### src/rtl/core/bsf_pkg.sv
// Shared constants, codes and types of the broadcast signal filter.
`default_nettype none

package bsf_pkg;

	localparam int SLOT_COUNT    = 4;
	localparam int PAYLOAD_BYTES = 23;
	localparam int HASH_REGS     = 4;
	localparam int MIN_PACKET    = 8;
	localparam int LEN_W         = 5;

	localparam logic [5:0] POS_MAX  = 6'd63;
	localparam logic [7:0] WRAP_OLD = 8'd192;
	localparam logic [7:0] WRAP_NEW = 8'd64;

	localparam logic [2:0] REG_ACTIVE = 3'd0;
	localparam logic [2:0] REG_HASH0  = 3'd1;

	typedef enum logic [1:0] {
		KIND_RX   = 2'd0,
		KIND_READ = 2'd1,
		KIND_LOAD = 2'd2,
		KIND_SEND = 2'd3
	} kind_t;

	typedef enum logic [2:0] {
		STS_DATA      = 3'd0,
		STS_IGNORED   = 3'd1,
		STS_PROCESSED = 3'd2,
		STS_BAD_SLOT  = 3'd3,
		STS_TOO_LONG  = 3'd4
	} status_t;

	typedef enum logic [4:0] {
		ST_IDLE  = 5'b00001,
		ST_READ  = 5'b00010,
		ST_MATCH = 5'b00100,
		ST_COPY  = 5'b01000,
		ST_SEND  = 5'b10000
	} state_t;

	// Frame header bytes, in order of transmission
	function automatic logic [7:0] head_byte(input logic [1:0] i);
		logic [7:0] b;
		case (i)
			2'd0: b = 8'd255;
			2'd1: b = 8'd3;
			2'd2: b = 8'd151;
			default: b = 8'd0;
		endcase
		return b;
	endfunction

endpackage

`default_nettype wire

### src/rtl/core/bsf_ram.sv
// Generic single-port-write, single-port-read RAM with registered read data.
`default_nettype none

module bsf_ram #(
	parameter int WIDTH = 8,
	parameter int DEPTH = 23
) (
	input  logic                                    clk,
	input  logic                                    we,
	input  logic [(DEPTH > 1 ? $clog2(DEPTH) : 1)-1:0] waddr,
	input  logic [WIDTH-1:0]                        wdata,
	input  logic [(DEPTH > 1 ? $clog2(DEPTH) : 1)-1:0] raddr,
	output logic [WIDTH-1:0]                        rdata
);

	logic [WIDTH-1:0] mem [DEPTH];

	always_ff @(posedge clk) begin
		if (we) begin
			mem[waddr] <= wdata;
		end
		rdata <= mem[raddr];
	end

endmodule

`default_nettype wire

### src/rtl/core/broadcast_signal_filter.sv
// Broadcast signal filter: slot table, receive filter and frame transmitter.
//
// An item is taken when start is high and busy is low; each result appears for one
// cycle with strobe high and must be taken then. A non-final receive byte and a
// transmit load give no result. A rejected packet end, a bad slot and a too-long
// send are answered from the idle state. A slot read returns the registered payload
// memory data from the read state. An accepted packet end passes through the match
// state for the hash and counter match, then the copy state for each updated slot,
// where the staged payload is copied one byte a cycle into the payload memory; the
// last write lands as the copy state is left. A send emits one frame byte a cycle,
// the payload bytes streamed from the transmit staging memory. Payload and staging
// stores are not cleared at reset.
`default_nettype none

module broadcast_signal_filter #(
	parameter int SLOT_COUNT    = bsf_pkg::SLOT_COUNT,
	parameter int PAYLOAD_BYTES = bsf_pkg::PAYLOAD_BYTES
) (
	input  logic        clk,
	input  logic        arst_n,
	input  logic        start,
	output logic        busy,
	input  logic [1:0]  kind,
	input  logic [7:0]  data_byte,
	input  logic        packet_end,
	input  logic [1:0]  slot,
	input  logic [4:0]  byte_index,
	input  logic        wr_en,
	input  logic [2:0]  wr_index,
	input  logic [31:0] wr_data,
	output logic        strobe,
	output logic [7:0]  out_byte,
	output logic        frame_last,
	output logic [2:0]  status,
	output logic [3:0]  update_mask,
	output logic [4:0]  stored_size,
	output logic [7:0]  stored_count
);

	localparam int LEN_W     = bsf_pkg::LEN_W;
	localparam int SLOT_IW   = SLOT_COUNT > 1 ? $clog2(SLOT_COUNT) : 1;
	localparam int PAY_DEPTH = SLOT_COUNT * PAYLOAD_BYTES;
	localparam int PAY_AW    = PAY_DEPTH > 1 ? $clog2(PAY_DEPTH) : 1;
	localparam int STG_AW    = PAYLOAD_BYTES > 1 ? $clog2(PAYLOAD_BYTES) : 1;
	localparam logic [6:0]       PB7      = 7'(PAYLOAD_BYTES);
	localparam logic [LEN_W-1:0] PB_LEN   = LEN_W'(PAYLOAD_BYTES);
	localparam logic [2:0]       SLOTS3   = 3'(SLOT_COUNT);

	// configuration
	logic [2:0]  active_q;
	logic [31:0] hash_q [bsf_pkg::HASH_REGS];

	// control state
	bsf_pkg::state_t state_q;
	logic [5:0]       rx_pos_q;
	logic             rx_hdr_q;
	logic [7:0]       rx_seq_q;
	logic [31:0]      rx_ident_q;
	logic [LEN_W-1:0] tx_len_q;
	logic [7:0]       slot_seq_q [SLOT_COUNT];
	logic [LEN_W-1:0] slot_len_q [SLOT_COUNT];
	logic [SLOT_COUNT-1:0] copy_mask_q;
	logic [LEN_W-1:0] copy_size_q;
	logic [LEN_W-1:0] copy_i_q;
	logic             copy_we_s1;
	logic [PAY_AW-1:0] copy_waddr_s1;
	logic [SLOT_IW-1:0] op_slot_q;
	logic             rd_en_q;
	logic [LEN_W-1:0] send_len_q;
	logic [31:0]      send_hash_q;
	logic [LEN_W-1:0] k_q;

	// memory ports
	logic              rx_we;
	logic [STG_AW-1:0] rx_waddr, rx_raddr;
	logic [7:0]        rx_rdata;
	logic              tx_we;
	logic [STG_AW-1:0] tx_waddr, tx_raddr;
	logic [7:0]        tx_rdata;
	logic              pay_we, send_we;
	logic [PAY_AW-1:0] pay_waddr, pay_raddr, send_waddr;
	logic [7:0]        pay_wdata, pay_rdata;

	// decode
	logic               accept;
	logic [2:0]         used;
	logic               slot_ok;
	logic [SLOT_IW-1:0] sidx;
	logic               rd_en;
	logic               hdr_next;
	logic [7:0]         seq_next;
	logic [31:0]        ident_next;
	logic               rx_ok;
	logic [LEN_W-1:0]   rx_size;
	logic [5:0]         pos_m7;
	logic [SLOT_COUNT-1:0] match;
	logic [SLOT_IW-1:0] cur_slot;
	logic               copy_last;
	logic               send_last;

	// result
	logic                  res_vld;
	logic [7:0]            res_byte;
	logic                  res_last;
	bsf_pkg::status_t      res_status;
	logic [3:0]            res_mask;
	logic [LEN_W-1:0]      res_size;
	logic [7:0]            res_count;

	bsf_ram #(.WIDTH(8), .DEPTH(PAYLOAD_BYTES)) u_rx_stage (
		.clk(clk), .we(rx_we), .waddr(rx_waddr), .wdata(data_byte),
		.raddr(rx_raddr), .rdata(rx_rdata)
	);

	bsf_ram #(.WIDTH(8), .DEPTH(PAYLOAD_BYTES)) u_tx_stage (
		.clk(clk), .we(tx_we), .waddr(tx_waddr), .wdata(data_byte),
		.raddr(tx_raddr), .rdata(tx_rdata)
	);

	bsf_ram #(.WIDTH(8), .DEPTH(PAY_DEPTH)) u_payload (
		.clk(clk), .we(pay_we), .waddr(pay_waddr), .wdata(pay_wdata),
		.raddr(pay_raddr), .rdata(pay_rdata)
	);

	assign busy   = state_q != bsf_pkg::ST_IDLE;
	assign accept = start && !busy;
	assign used   = active_q < SLOTS3 ? active_q : SLOTS3;
	assign slot_ok = {1'b0, slot} < used;
	assign sidx   = SLOT_IW'(slot);
	assign rd_en  = byte_index < slot_len_q[sidx] && byte_index < PB_LEN;

	// copy and send writes never overlap
	assign pay_we    = copy_we_s1 || send_we;
	assign pay_waddr = copy_we_s1 ? copy_waddr_s1 : send_waddr;
	assign pay_wdata = copy_we_s1 ? rx_rdata : tx_rdata;

	// receive byte decode
	always_comb begin
		hdr_next   = rx_hdr_q;
		seq_next   = rx_seq_q;
		ident_next = rx_ident_q;
		if (rx_pos_q < 6'd3) begin
			if (data_byte != bsf_pkg::head_byte(rx_pos_q[1:0])) begin
				hdr_next = 1'b0;
			end
		end else if (rx_pos_q == 6'd3) begin
			seq_next = data_byte;
		end else if (rx_pos_q < 6'(bsf_pkg::MIN_PACKET)) begin
			ident_next = rx_ident_q | (32'(data_byte) << {rx_pos_q[1:0], 3'b000});
		end
		rx_ok   = hdr_next && rx_pos_q >= 6'd7;
		pos_m7  = rx_pos_q - 6'd7;
		rx_size = {1'b0, pos_m7} > PB7 ? PB_LEN : LEN_W'(pos_m7);
	end

	// slot match on the finished packet
	always_comb begin
		logic [31:0] hv;
		logic [7:0]  old;
		for (int s = 0; s < SLOT_COUNT; s++) begin
			hv  = (s < bsf_pkg::HASH_REGS) ? hash_q[s % bsf_pkg::HASH_REGS] : 32'd0;
			old = slot_seq_q[s];
			match[s] = 3'(s) < used && hv == rx_ident_q &&
				(old < rx_seq_q || (old > bsf_pkg::WRAP_OLD && rx_seq_q <= bsf_pkg::WRAP_NEW));
		end
		for (int i = 0; i < 4; i++) begin
			res_mask[i] = (i < SLOT_COUNT) ? match[i % SLOT_COUNT] : 1'b0;
		end
	end

	always_comb begin
		cur_slot = '0;
		for (int s = SLOT_COUNT - 1; s >= 0; s--) begin
			if (copy_mask_q[s]) begin
				cur_slot = SLOT_IW'(s);
			end
		end
	end

	assign copy_last = copy_i_q == copy_size_q - LEN_W'(1);
	assign send_last = k_q == send_len_q + LEN_W'(bsf_pkg::MIN_PACKET - 1);

	always_comb begin
		res_vld    = 1'b0;
		res_byte   = 8'd0;
		res_last   = 1'b0;
		res_status = bsf_pkg::STS_DATA;
		res_size   = '0;
		res_count  = 8'd0;
		rx_we      = 1'b0;
		rx_waddr   = STG_AW'({1'b0, rx_pos_q} - 7'(bsf_pkg::MIN_PACKET));
		rx_raddr   = STG_AW'(copy_i_q);
		tx_we      = 1'b0;
		tx_waddr   = STG_AW'(tx_len_q);
		tx_raddr   = STG_AW'(k_q - LEN_W'(bsf_pkg::MIN_PACKET - 1));
		pay_raddr  = '0;
		send_we    = 1'b0;
		send_waddr = PAY_AW'(int'(op_slot_q) * PAYLOAD_BYTES + int'(k_q)
			- bsf_pkg::MIN_PACKET);
		case (state_q)
			bsf_pkg::ST_IDLE: begin
				if (accept) begin
					case (bsf_pkg::kind_t'(kind))
						bsf_pkg::KIND_RX: begin
							rx_we = rx_pos_q >= 6'(bsf_pkg::MIN_PACKET) &&
								({1'b0, rx_pos_q} - 7'(bsf_pkg::MIN_PACKET)) < PB7;
							if (packet_end && !rx_ok) begin
								res_vld    = 1'b1;
								res_status = bsf_pkg::STS_IGNORED;
							end
						end
						bsf_pkg::KIND_READ: begin
							if (!slot_ok) begin
								res_vld    = 1'b1;
								res_status = bsf_pkg::STS_BAD_SLOT;
							end else if (rd_en) begin
								pay_raddr = PAY_AW'(int'(sidx) * PAYLOAD_BYTES + int'(byte_index));
							end
						end
						bsf_pkg::KIND_LOAD: begin
							tx_we = tx_len_q < PB_LEN;
						end
						bsf_pkg::KIND_SEND: begin
							if (!slot_ok) begin
								res_vld    = 1'b1;
								res_status = bsf_pkg::STS_BAD_SLOT;
							end else if (tx_len_q > PB_LEN) begin
								res_vld    = 1'b1;
								res_status = bsf_pkg::STS_TOO_LONG;
								res_size   = slot_len_q[sidx];
								res_count  = slot_seq_q[sidx];
							end
						end
						default: begin
						end
					endcase
				end
			end
			bsf_pkg::ST_READ: begin
				res_vld   = 1'b1;
				res_byte  = rd_en_q ? pay_rdata : 8'd0;
				res_size  = slot_len_q[op_slot_q];
				res_count = slot_seq_q[op_slot_q];
			end
			bsf_pkg::ST_MATCH: begin
				res_vld    = 1'b1;
				res_status = bsf_pkg::STS_PROCESSED;
			end
			bsf_pkg::ST_COPY: begin
			end
			bsf_pkg::ST_SEND: begin
				res_vld   = 1'b1;
				res_last  = send_last;
				res_size  = send_len_q;
				res_count = slot_seq_q[op_slot_q];
				if (k_q < LEN_W'(3)) begin
					res_byte = bsf_pkg::head_byte(k_q[1:0]);
				end else if (k_q == LEN_W'(3)) begin
					res_byte = slot_seq_q[op_slot_q];
				end else if (k_q < LEN_W'(bsf_pkg::MIN_PACKET)) begin
					res_byte = 8'(send_hash_q >> {k_q[1:0], 3'b000});
				end else begin
					res_byte = tx_rdata;
					send_we  = 1'b1;
				end
			end
			default: begin
			end
		endcase
	end

	always_ff @(posedge clk or negedge arst_n) begin
		if (!arst_n) begin
			active_q <= 3'd0;
			for (int i = 0; i < bsf_pkg::HASH_REGS; i++) begin
				hash_q[i] <= 32'd0;
			end
		end else if (wr_en) begin
			if (wr_index == bsf_pkg::REG_ACTIVE) begin
				active_q <= wr_data[2:0];
			end else if (wr_index >= bsf_pkg::REG_HASH0 &&
				wr_index < bsf_pkg::REG_HASH0 + 3'(bsf_pkg::HASH_REGS)) begin
				hash_q[2'(wr_index - bsf_pkg::REG_HASH0)] <= wr_data;
			end
		end
	end

	always_ff @(posedge clk or negedge arst_n) begin
		if (!arst_n) begin
			state_q     <= bsf_pkg::ST_IDLE;
			rx_pos_q    <= 6'd0;
			rx_hdr_q    <= 1'b1;
			rx_seq_q    <= 8'd0;
			rx_ident_q  <= 32'd0;
			tx_len_q    <= '0;
			for (int s = 0; s < SLOT_COUNT; s++) begin
				slot_seq_q[s] <= 8'd0;
				slot_len_q[s] <= '0;
			end
			copy_mask_q <= '0;
			copy_size_q <= '0;
			copy_i_q    <= '0;
			copy_we_s1  <= 1'b0;
			op_slot_q   <= '0;
			rd_en_q     <= 1'b0;
			send_len_q  <= '0;
			k_q         <= '0;
			strobe      <= 1'b0;
		end else begin
			strobe     <= res_vld;
			copy_we_s1 <= 1'b0;
			case (state_q)
				bsf_pkg::ST_IDLE: begin
					if (accept) begin
						case (bsf_pkg::kind_t'(kind))
							bsf_pkg::KIND_RX: begin
								if (!packet_end) begin
									rx_hdr_q   <= hdr_next;
									rx_seq_q   <= seq_next;
									rx_ident_q <= ident_next;
									if (rx_pos_q < bsf_pkg::POS_MAX) begin
										rx_pos_q <= rx_pos_q + 6'd1;
									end
								end else if (!rx_ok) begin
									rx_pos_q   <= 6'd0;
									rx_hdr_q   <= 1'b1;
									rx_seq_q   <= 8'd0;
									rx_ident_q <= 32'd0;
								end else begin
									// hold the packet fields for the match cycle
									rx_seq_q    <= seq_next;
									rx_ident_q  <= ident_next;
									copy_size_q <= rx_size;
									state_q     <= bsf_pkg::ST_MATCH;
								end
							end
							bsf_pkg::KIND_READ: begin
								if (slot_ok) begin
									op_slot_q <= sidx;
									rd_en_q   <= rd_en;
									state_q   <= bsf_pkg::ST_READ;
								end
							end
							bsf_pkg::KIND_LOAD: begin
								if (tx_len_q <= PB_LEN) begin
									tx_len_q <= tx_len_q + LEN_W'(1);
								end
							end
							bsf_pkg::KIND_SEND: begin
								tx_len_q <= '0;
								if (slot_ok && tx_len_q <= PB_LEN) begin
									slot_len_q[sidx] <= tx_len_q;
									slot_seq_q[sidx] <= slot_seq_q[sidx] + 8'd1;
									op_slot_q   <= sidx;
									send_len_q  <= tx_len_q;
									send_hash_q <= hash_q[slot];
									k_q         <= '0;
									state_q     <= bsf_pkg::ST_SEND;
								end
							end
							default: begin
							end
						endcase
					end
				end
				bsf_pkg::ST_READ: begin
					state_q <= bsf_pkg::ST_IDLE;
				end
				bsf_pkg::ST_MATCH: begin
					for (int s = 0; s < SLOT_COUNT; s++) begin
						if (match[s]) begin
							slot_len_q[s] <= copy_size_q;
							slot_seq_q[s] <= rx_seq_q;
						end
					end
					rx_pos_q    <= 6'd0;
					rx_hdr_q    <= 1'b1;
					rx_seq_q    <= 8'd0;
					rx_ident_q  <= 32'd0;
					copy_mask_q <= match;
					copy_i_q    <= '0;
					if (match == '0 || copy_size_q == '0) begin
						state_q <= bsf_pkg::ST_IDLE;
					end else begin
						state_q <= bsf_pkg::ST_COPY;
					end
				end
				bsf_pkg::ST_COPY: begin
					// last write of the sweep lands at the edge that leaves this state
					if (copy_mask_q == '0) begin
						state_q <= bsf_pkg::ST_IDLE;
					end else begin
						copy_we_s1    <= 1'b1;
						copy_waddr_s1 <= PAY_AW'(int'(cur_slot) * PAYLOAD_BYTES + int'(copy_i_q));
						if (copy_last) begin
							copy_mask_q[cur_slot] <= 1'b0;
							copy_i_q <= '0;
						end else begin
							copy_i_q <= copy_i_q + LEN_W'(1);
						end
					end
				end
				bsf_pkg::ST_SEND: begin
					if (send_last) begin
						state_q <= bsf_pkg::ST_IDLE;
					end else begin
						k_q <= k_q + LEN_W'(1);
					end
				end
				default: begin
					state_q <= bsf_pkg::ST_IDLE;
				end
			endcase
		end
	end

	always_ff @(posedge clk) begin
		out_byte     <= res_byte;
		frame_last   <= res_last;
		status       <= res_status;
		update_mask  <= (state_q == bsf_pkg::ST_MATCH) ? res_mask : 4'd0;
		stored_size  <= res_size;
		stored_count <= res_count;
	end

endmodule

`default_nettype wire

### config.mk
export PLATFORM = sky130hd
export DESIGN_NAME = broadcast_signal_filter
export DESIGN_NICKNAME = d
export VERILOG_FILES = /design/src/rtl/core/bsf_pkg.sv /design/src/rtl/core/bsf_ram.sv /design/src/rtl/core/broadcast_signal_filter.sv
export SDC_FILE = /design/constraint.sdc
export NUM_CORES = 2
export LEC_CHECK = 0
export ABC_AREA = 1
export BUFFER_PORTS_ARGS = -buffer_cell sky130_fd_sc_hd__buf_2
export CAP_MARGIN = 15
export CORE_MARGIN = 4
export CORE_UTILIZATION = 42
export DETAILED_ROUTE_END_ITERATION = 8
export PLACE_DENSITY_LB_ADDON = 0.3
export SYNTH_ARGS = -nofsm -noshare
export SYNTH_HDL_FRONTEND = slang
export SYNTH_SLANG_ARGS = --single-unit
### constraint.sdc
create_clock -name clk -period 5 [get_ports clk]
set_clock_uncertainty 0.2 [all_clocks]
set_input_delay 0.25 -clock clk [delete_from_list [all_inputs] [get_ports clk]]
set_output_delay 0.25 -clock clk [all_outputs]
set_load 0.05 [all_outputs]
* Yosys cells after proc, flatten, opt, wreduce, memory -nomap -nowiden
Memory sizes are Yosys's and may differ from the RTL's. A register that Yosys moved wholly into a read port is not among the register bits. Cells that the tools add are included.
Word-level totals: bits of input ports 57, memories 3, memory bits (writable) 1104, register bits 337
Operators by class: add/sub/neg operators 15, magnitude comparators 38, multiplexer cells 159, shifts and indexed selects 2, equal/unequal tests 45, reductions and logical operators 64, multipliers 3, bitwise gates (word level) 8
Memories:
- u_payload.mem | depth 92, bits a word 8, read ports 1, clocked after Yosys merged registers in 1, wr ports 1, line bsf_ram.sv:16 | logic [WIDTH-1:0] mem [DEPTH];
- u_rx_stage.mem | depth 23, bits a word 8, read ports 1, clocked after Yosys merged registers in 1, wr ports 1, line bsf_ram.sv:16
- u_tx_stage.mem | depth 23, bits a word 8, read ports 1, clocked after Yosys merged registers in 1, wr ports 1, line bsf_ram.sv:16
Operators with widths (count):
- 32-bit two-way mux | 13
- 8-bit two-way mux | 25
- 5-bit two-way mux | 28
- 128-bit bitwise mux | 1
- 32-bit equality test | 4
- 32-bit one-hot mux with 2 select lines | 2
- 32-bit binary-select mux with 2-bit select | 1
- 32-bit demux with 2-bit select | 1
- 20-bit two-way mux | 3
- 8-bit one-hot mux with 2 select lines | 3
- 8-bit one-hot mux with 3 select lines | 2
- 5-bit AND reduction | 9
- 7-bit two-way mux | 6
- 20-bit one-hot mux with 2 select lines | 1
- 8-bit binary-select mux with 2-bit select | 2
- 32-bit bitwise mux | 1
- 8-bit > comparator, second input constant | 4
- 8-bit less-than comparator | 4
- 32-bit OR | 1
- 8-bit by 5-bit left shift with 32-bit output | 1
- 32-bit by 5-bit >> shifter with 8-bit output | 1
- 1-bit two-way mux | 31
- 6-bit two-way mux | 5
- 2-bit inequality test, second input constant | 15
- other kinds (85) | 170

* Depth between registers and ports, before layout
word-level depth 13, gate-level depth with buffers 27, mapped depth without buffers 24

* Modules after synthesis
Synthesis repeated with hierarchy kept, for this count alone.
Unflattened totals: cells, all modules 6769, area, all modules 67039.3 sq um
Modules (own cells, without submodules):
- bsf_ram (u_payload) | times used 1, seq. area each 22261.4 sq um, cells an instance 2529, area each 30289.0 sq um
- broadcast_signal_filter | times used 1, seq. area each 8485.6 sq um, cells an instance 2928, area each 21232.9 sq um
- bsf_ram (u_rx_stage ...) | times used 2, seq. area each 5685.5 sq um, cells an instance 656, area each 7758.7 sq um

* Worst setup path after synthesis
No wires, ideal clock.
path type register to register, from register op_slot_q[1], to memory u_payload.mem[64][0] (enable), slack 0.878 ns, path buffers 2, data required time 4.430 ns, arrival 3.551 ns, cell stages (with the launch flop) 16, library setup time 0.370 ns, cell sequence dfrtp_1 -> clkbuf_1 -> clkinv_1 -> clkbuf_1 -> fa_1 -> inv_1 -> fa_1 -> inv_1 -> nand2_1 -> a21oi_1 -> nor3_1 -> nand3b_1 -> and2_1 -> nor2_1 -> nand2_1 -> nor2_1
Between the ends: word-level cells in the longest chain between the ends 4
RTL lines:
- start, declared | line broadcast_signal_filter.sv:67 | logic [SLOT_IW-1:0] op_slot_q;
- start signal, assigned | line broadcast_signal_filter.sv:339 | op_slot_q <= sidx;
- start signal, assigned | line broadcast_signal_filter.sv:354 | op_slot_q <= sidx;
- 2-bit by 5-bit multiplier with 7-bit output | line broadcast_signal_filter.sv:198 | send_waddr = PAY_AW'(int'(op_slot_q) * PAYLOAD_BYTES + int'(k_q)
- 7-bit by 5-bit adder with 7-bit output | line broadcast_signal_filter.sv:198
- 7-bit by 4-bit subtractor with 7-bit output | line broadcast_signal_filter.sv:199 | - bsf_pkg::MIN_PACKET);
- 7-bit two-way mux | line broadcast_signal_filter.sv:134 | assign pay_waddr = copy_we_s1 ? copy_waddr_s1 : send_waddr;
- end, declared | line bsf_ram.sv:16
Every way passes these cells.

* Worst setup path in the final report
from register rx_pos_q[0], to register rx_ident_q[19]
Between the ends: word-level cells in the longest chain between the ends 12, elaborated cells on any way between the ends 23, classes of those cells order compare (3); eq/ne (4); shift (1); mux (12); bitwise (1); reduce/logical (2)
RTL lines:
- start, declared | line broadcast_signal_filter.sv:55 | logic [5:0] rx_pos_q;
- start signal, assigned | line broadcast_signal_filter.sv:322 | rx_pos_q <= rx_pos_q + 6'd1;
- 2-bit equality test (tied with other cells) | line bsf_pkg.sv:45 | case (i)
- 8-bit one-hot mux with 3 select lines | line bsf_pkg.sv:45
- 8-bit two-way mux | line broadcast_signal_filter.sv:142 | if (rx_pos_q < 6'd3) begin
- 8-bit inequality test | line broadcast_signal_filter.sv:143 | if (data_byte != bsf_pkg::head_byte(rx_pos_q[1:0])) begin
- 1-bit two-way mux | line broadcast_signal_filter.sv:143
- 1-bit two-way mux | line broadcast_signal_filter.sv:142
- 1-bit logical AND | line broadcast_signal_filter.sv:151 | rx_ok = hdr_next && rx_pos_q >= 6'd7;
- 32-bit two-way mux | line broadcast_signal_filter.sv:324 | end else if (!rx_ok) begin
- 32-bit two-way mux * | line broadcast_signal_filter.sv:317 | if (!packet_end) begin
- 32-bit two-way mux * | line broadcast_signal_filter.sv:315 | case (bsf_pkg::kind_t'(kind))
- 32-bit two-way mux * | line broadcast_signal_filter.sv:314 | if (accept) begin
- 32-bit one-hot mux with 2 select lines * | line broadcast_signal_filter.sv:312 | case (state_q)
- end signal, assigned | line broadcast_signal_filter.sv:320 | rx_ident_q <= ident_next;
- end signal, assigned | line broadcast_signal_filter.sv:332 | rx_ident_q <= ident_next;
- end, declared | line broadcast_signal_filter.sv:58 | logic [31:0] rx_ident_q;
Every way passes the cells marked *; elsewhere a longest branch is shown, timed or not. The select of a mux whose other input is x is not followed. A chain may end at the register's enable or synchronous reset.

==> results.yml <==
logic_synthesis:
  synth_edf_count: 1143
  yosys_most_used_dff: "edfxtp_1"
  yosysTopAreaCellShare_pct: 50.75
  synthTopCellsByArea: "edfxtp_1 51%, dfrtp_1 9.9%, nand3_1 5.1%, nand2_1 4.9%, inv_1 4.6%"
  yosysMostFrequentCell: "edfxtp_1"
  ys_warn_count: 0
  synth.distinct_cells: 62
  synth.avg_cell_area_um2: 10.13
  ys_async_sr_fraction_pct: 18.36
  netlist_instances: 6677
  synthTopCellsByCount: "1143 x edfxtp_1, 891 x nand2_1, 832 x inv_1"
  yosysTopAreaCell: "edfxtp_1"
  synthesis.nets: 6832
  seq_area_frac_synth_pct: 62.27
  netlist_area_mm2: 0.06763
  ys_seq_elements: 1465
final_layout:
  multi_input_area_mm2: 0.02092
  fin_nets: 6953
  syn_to_final_growth_pct: 13.33
  ff_latch_area_mm2: 0.04212
  layout-drive-gt1-share_pct: 9.767
  final_util_pct: 47.79
  n_fill_cell: 14760
floorplanning:
  core-area_mm2: 0.1604
  die_w_um: 409.3
  die_area_mm2: 0.1675
  num_rows: 147
  initial_utilization_pct: 42.17
  pin_count: 88
  die_h_um: 409.3
worst_setup_path:
  arrival_ns: 5.23
  cp-start-kind: "register"
  critPathMaxFanout: 29
  rr_worst_depth: 15
  crit_type: "reg -> reg"
  cp.required_ns: 5.42
  end_kind: "register"
timing:
  setup_violations: 0
  finalMaxSlewViolations: 0
  slew_headroom_pct: 20.04
  fin_crit_sh_pct: 96.13
  hold_violations: 0
  worstMarginPinSlew_ns: 1.199
  post-route-min-period_ns: 4.807
  rsz0062_at_grt: "false"
  whs_ns: 0.09035
  tns_ns: 0
  fmax_ghz: 0.2081
place:
  routabilityCongestion: 0.9769
  io_buffer_count: 87
  place_hpwl_mm: 144.4
global_routing:
  antenna_found_initial: 21
  grt_pass1_vias: 49540
  track_usage_pct: 25.86
  grt_start_max_net_pins: 191
  grt_pass1_wl_mm: 326.3
  overflow: 0
clocking:
  path_clk_slew_ns: 0.06
  cts_root_buf: "clkbuf_16"
  clock_latency_ns: 0.79
  cts_sinks: 1465
  h-tree-depth: 4
  post_cts_buffers: 0
  cts_made_buffers: 150
  cts_tree: "yes"
  cts_buffer_depth: 3
route:
  post_drt_via_cell_ratio: 5.716
  routed_wire_length_per_instance_um: 24.39
  via_count: 51960
  drt-initial-drc-count: 7144
  wirelength_mm: 221.7
  drtAntennaViolNets: 0
  drc: 0
  first_pass_iters: 8
power:
  pwr-share-clk_pct: 29.6
  powerDensity_mw_per_mm2: 501.0
  p_leak_nw: 30.32
  p_sw_mw: 14.07
  switching_share_pct: 36.64
  p_int_mw: 24.33
  share_comb_of_total_power_pct: 29.5
  p_seq_share_pct: 40.9
  peakVddDrop_mv: 0.5964
flow_run:
  cap_viol_max_count: 0
min_path:
  hold_path_class: "in -> reg"
  holdPathStages: 2
outcome:
  outcome: "completed"
-- power groups by stage --
stage	Combinational (mW)	Clock (mW)	Sequential [mW]
after floorplan	6.43	0	15.7
after global placement	10.9	0	15.9
after detailed placement	11.0	0	15.9
after CTS	11.1	11.5	15.7
after global routing	12.2	12.0	15.8
final	11.3	11.4	15.7
-- placed cells by master (no fill, tap or decap), types with 68 or more instances in the layout --
cell type / Yosys / layout
o22ai_1: 68 / 68
o221ai_1: 88 / 88
a21oi_1: 166 / 166
o21ai_0: 615 / 615
buf_4: 9 / 201
ha_1: 86 / 85
nor2_1: 617 / 614
nand2_1: 891 / 880
clkbuf_16: 0 / 156
nand3_1: 688 / 685
dfrtp_1: 267 / 264
or2_2: 101 / 101
buf_2: 89 / 85
edfxtp_1: 1143 / 1143
inv_1: 832 / 830
nand4_1: 220 / 220
-- area by class of cell --
| class | count | area share [%] |
|---|---|---|
| diodes | 8 | 0.02612 |
| flip-flops and latches | 1465 | 54.96 |
| clock buffers | 200 | 5.444 |
| well taps | 2160 | 3.526 |
| repair buffers | 354 | 3.572 |
| inverters | 852 | 4.172 |
| clock inverters | 75 | 1.002 |
| multi-input cells | 3975 | 27.30 |
-- path summary, 6_finish.rpt --
check | startpoint | to | slack, ns
min in group asynchronous | arst_n | rx_hdr_q$_DFFE_PN1P_ | 0.44
setup reg to reg | rx_pos_q[0]$_DFFE_PN0P_ | rx_ident_q[19]$_DFFE_PN0P_ | 0.19
hold / removal | data_byte[7] | u_tx_stage.mem[15][7]$_DFFE_PP_ | 0.09
max in group asynchronous | arst_n | hash_q[104]$_DFFE_PN0P_ | 3.20
setup / recovery | rx_pos_q[0]$_DFFE_PN0P_ | rx_ident_q[19]$_DFFE_PN0P_ | 0.19
hold reg to reg | state_q[0]$_DFFE_PN1P_ | state_q[0]$_DFFE_PN1P_ | 0.30
-- cell families after synthesis --
group | Yosys count | share of synthesized area [%]
buf+inv | 1237 | 7.080
fa+ha+maj | 98 | 1.946
simple gates | 2647 | 17.70
mux | 2 | 0.02960
xor+xnor | 90 | 1.165
flops | 1465 | 62.27
compound gates | 1138 | 9.805
-- sequential cells by signal, indices dropped and copies added, names as in the netlist, 6 cells and up --
name and flops:
u_rx_stage.mem 184, rx_pos_q 6, copy_waddr_s1 7, u_tx_stage.mem 184, u_tx_stage.rdata 8, rx_seq_q 8, slot_seq_q 32, u_payload.mem 736
out_byte 8, u_payload.rdata 8, u_rx_stage.rdata 8, send_hash_q 32, slot_len_q 20, stored_count 8, hash_q 128, rx_ident_q 32
-- critical path, stage by stage (launching register included) --
cell and delay [ns]:
dfrtp_1 0.34, clkinv_1 0.47, ha_1 0.54, nor2_1 0.19
a211oi_1 0.11, dlygate4sd3_1 0.57, o2111ai_1 0.10, a31oi_1 0.15
nand2_1 0.16, nand2_1 0.07, buf_4 0.22, nand2_1 0.08
buf_4 0.38, nand2_1 0.70, nand2_1 0.24, o31ai_1 0.10
-- timing repair --
| item | 4_1_cts | 5_1_grt |
|---|---|---|
| hold endpoints to repair | 553 | 0 |
| gates resized for setup | 0 | 0 |
| hold buffers | 57 | 0 |
| endpoints found under the setup margin | 0 | 0 |
-- through the flow --
| step | total power, mW | cells | setup WS, ns | area (um2) |
|---|---|---|---|---|
| final | 38.40 | 9089 | 0.1935 | 76650 |
| after global routing | 40.01 | 9083 | 0.01745 | 76630 |
| after CTS | 38.30 | 9081 | 0.3164 | 76630 |
| after detailed placement | 26.92 | 8749 | 0.6122 | 71100 |
| after global placement | 26.80 | 8749 | 0.6694 | 71100 |
| after floorplan | 22.09 | 6677 | 0.8783 | 67630 |
-- metal layers --
metal | up-vias | wire length (um) | share of wire (%) | GRT usage, %
met5 | - | 45 | 0.020 | 0
met4 | 6 | 8772 | 4.0 | 10.15
met3 | 462 | 21330 | 9.6 | 4.893
met2 | 2694 | 99040 | 45 | 39.76
met1 | 25380 | 92480 | 42 | 36.35
li1 | 23420 | - | - | -
No activity file was read; power rests on OpenSTA's default activity.
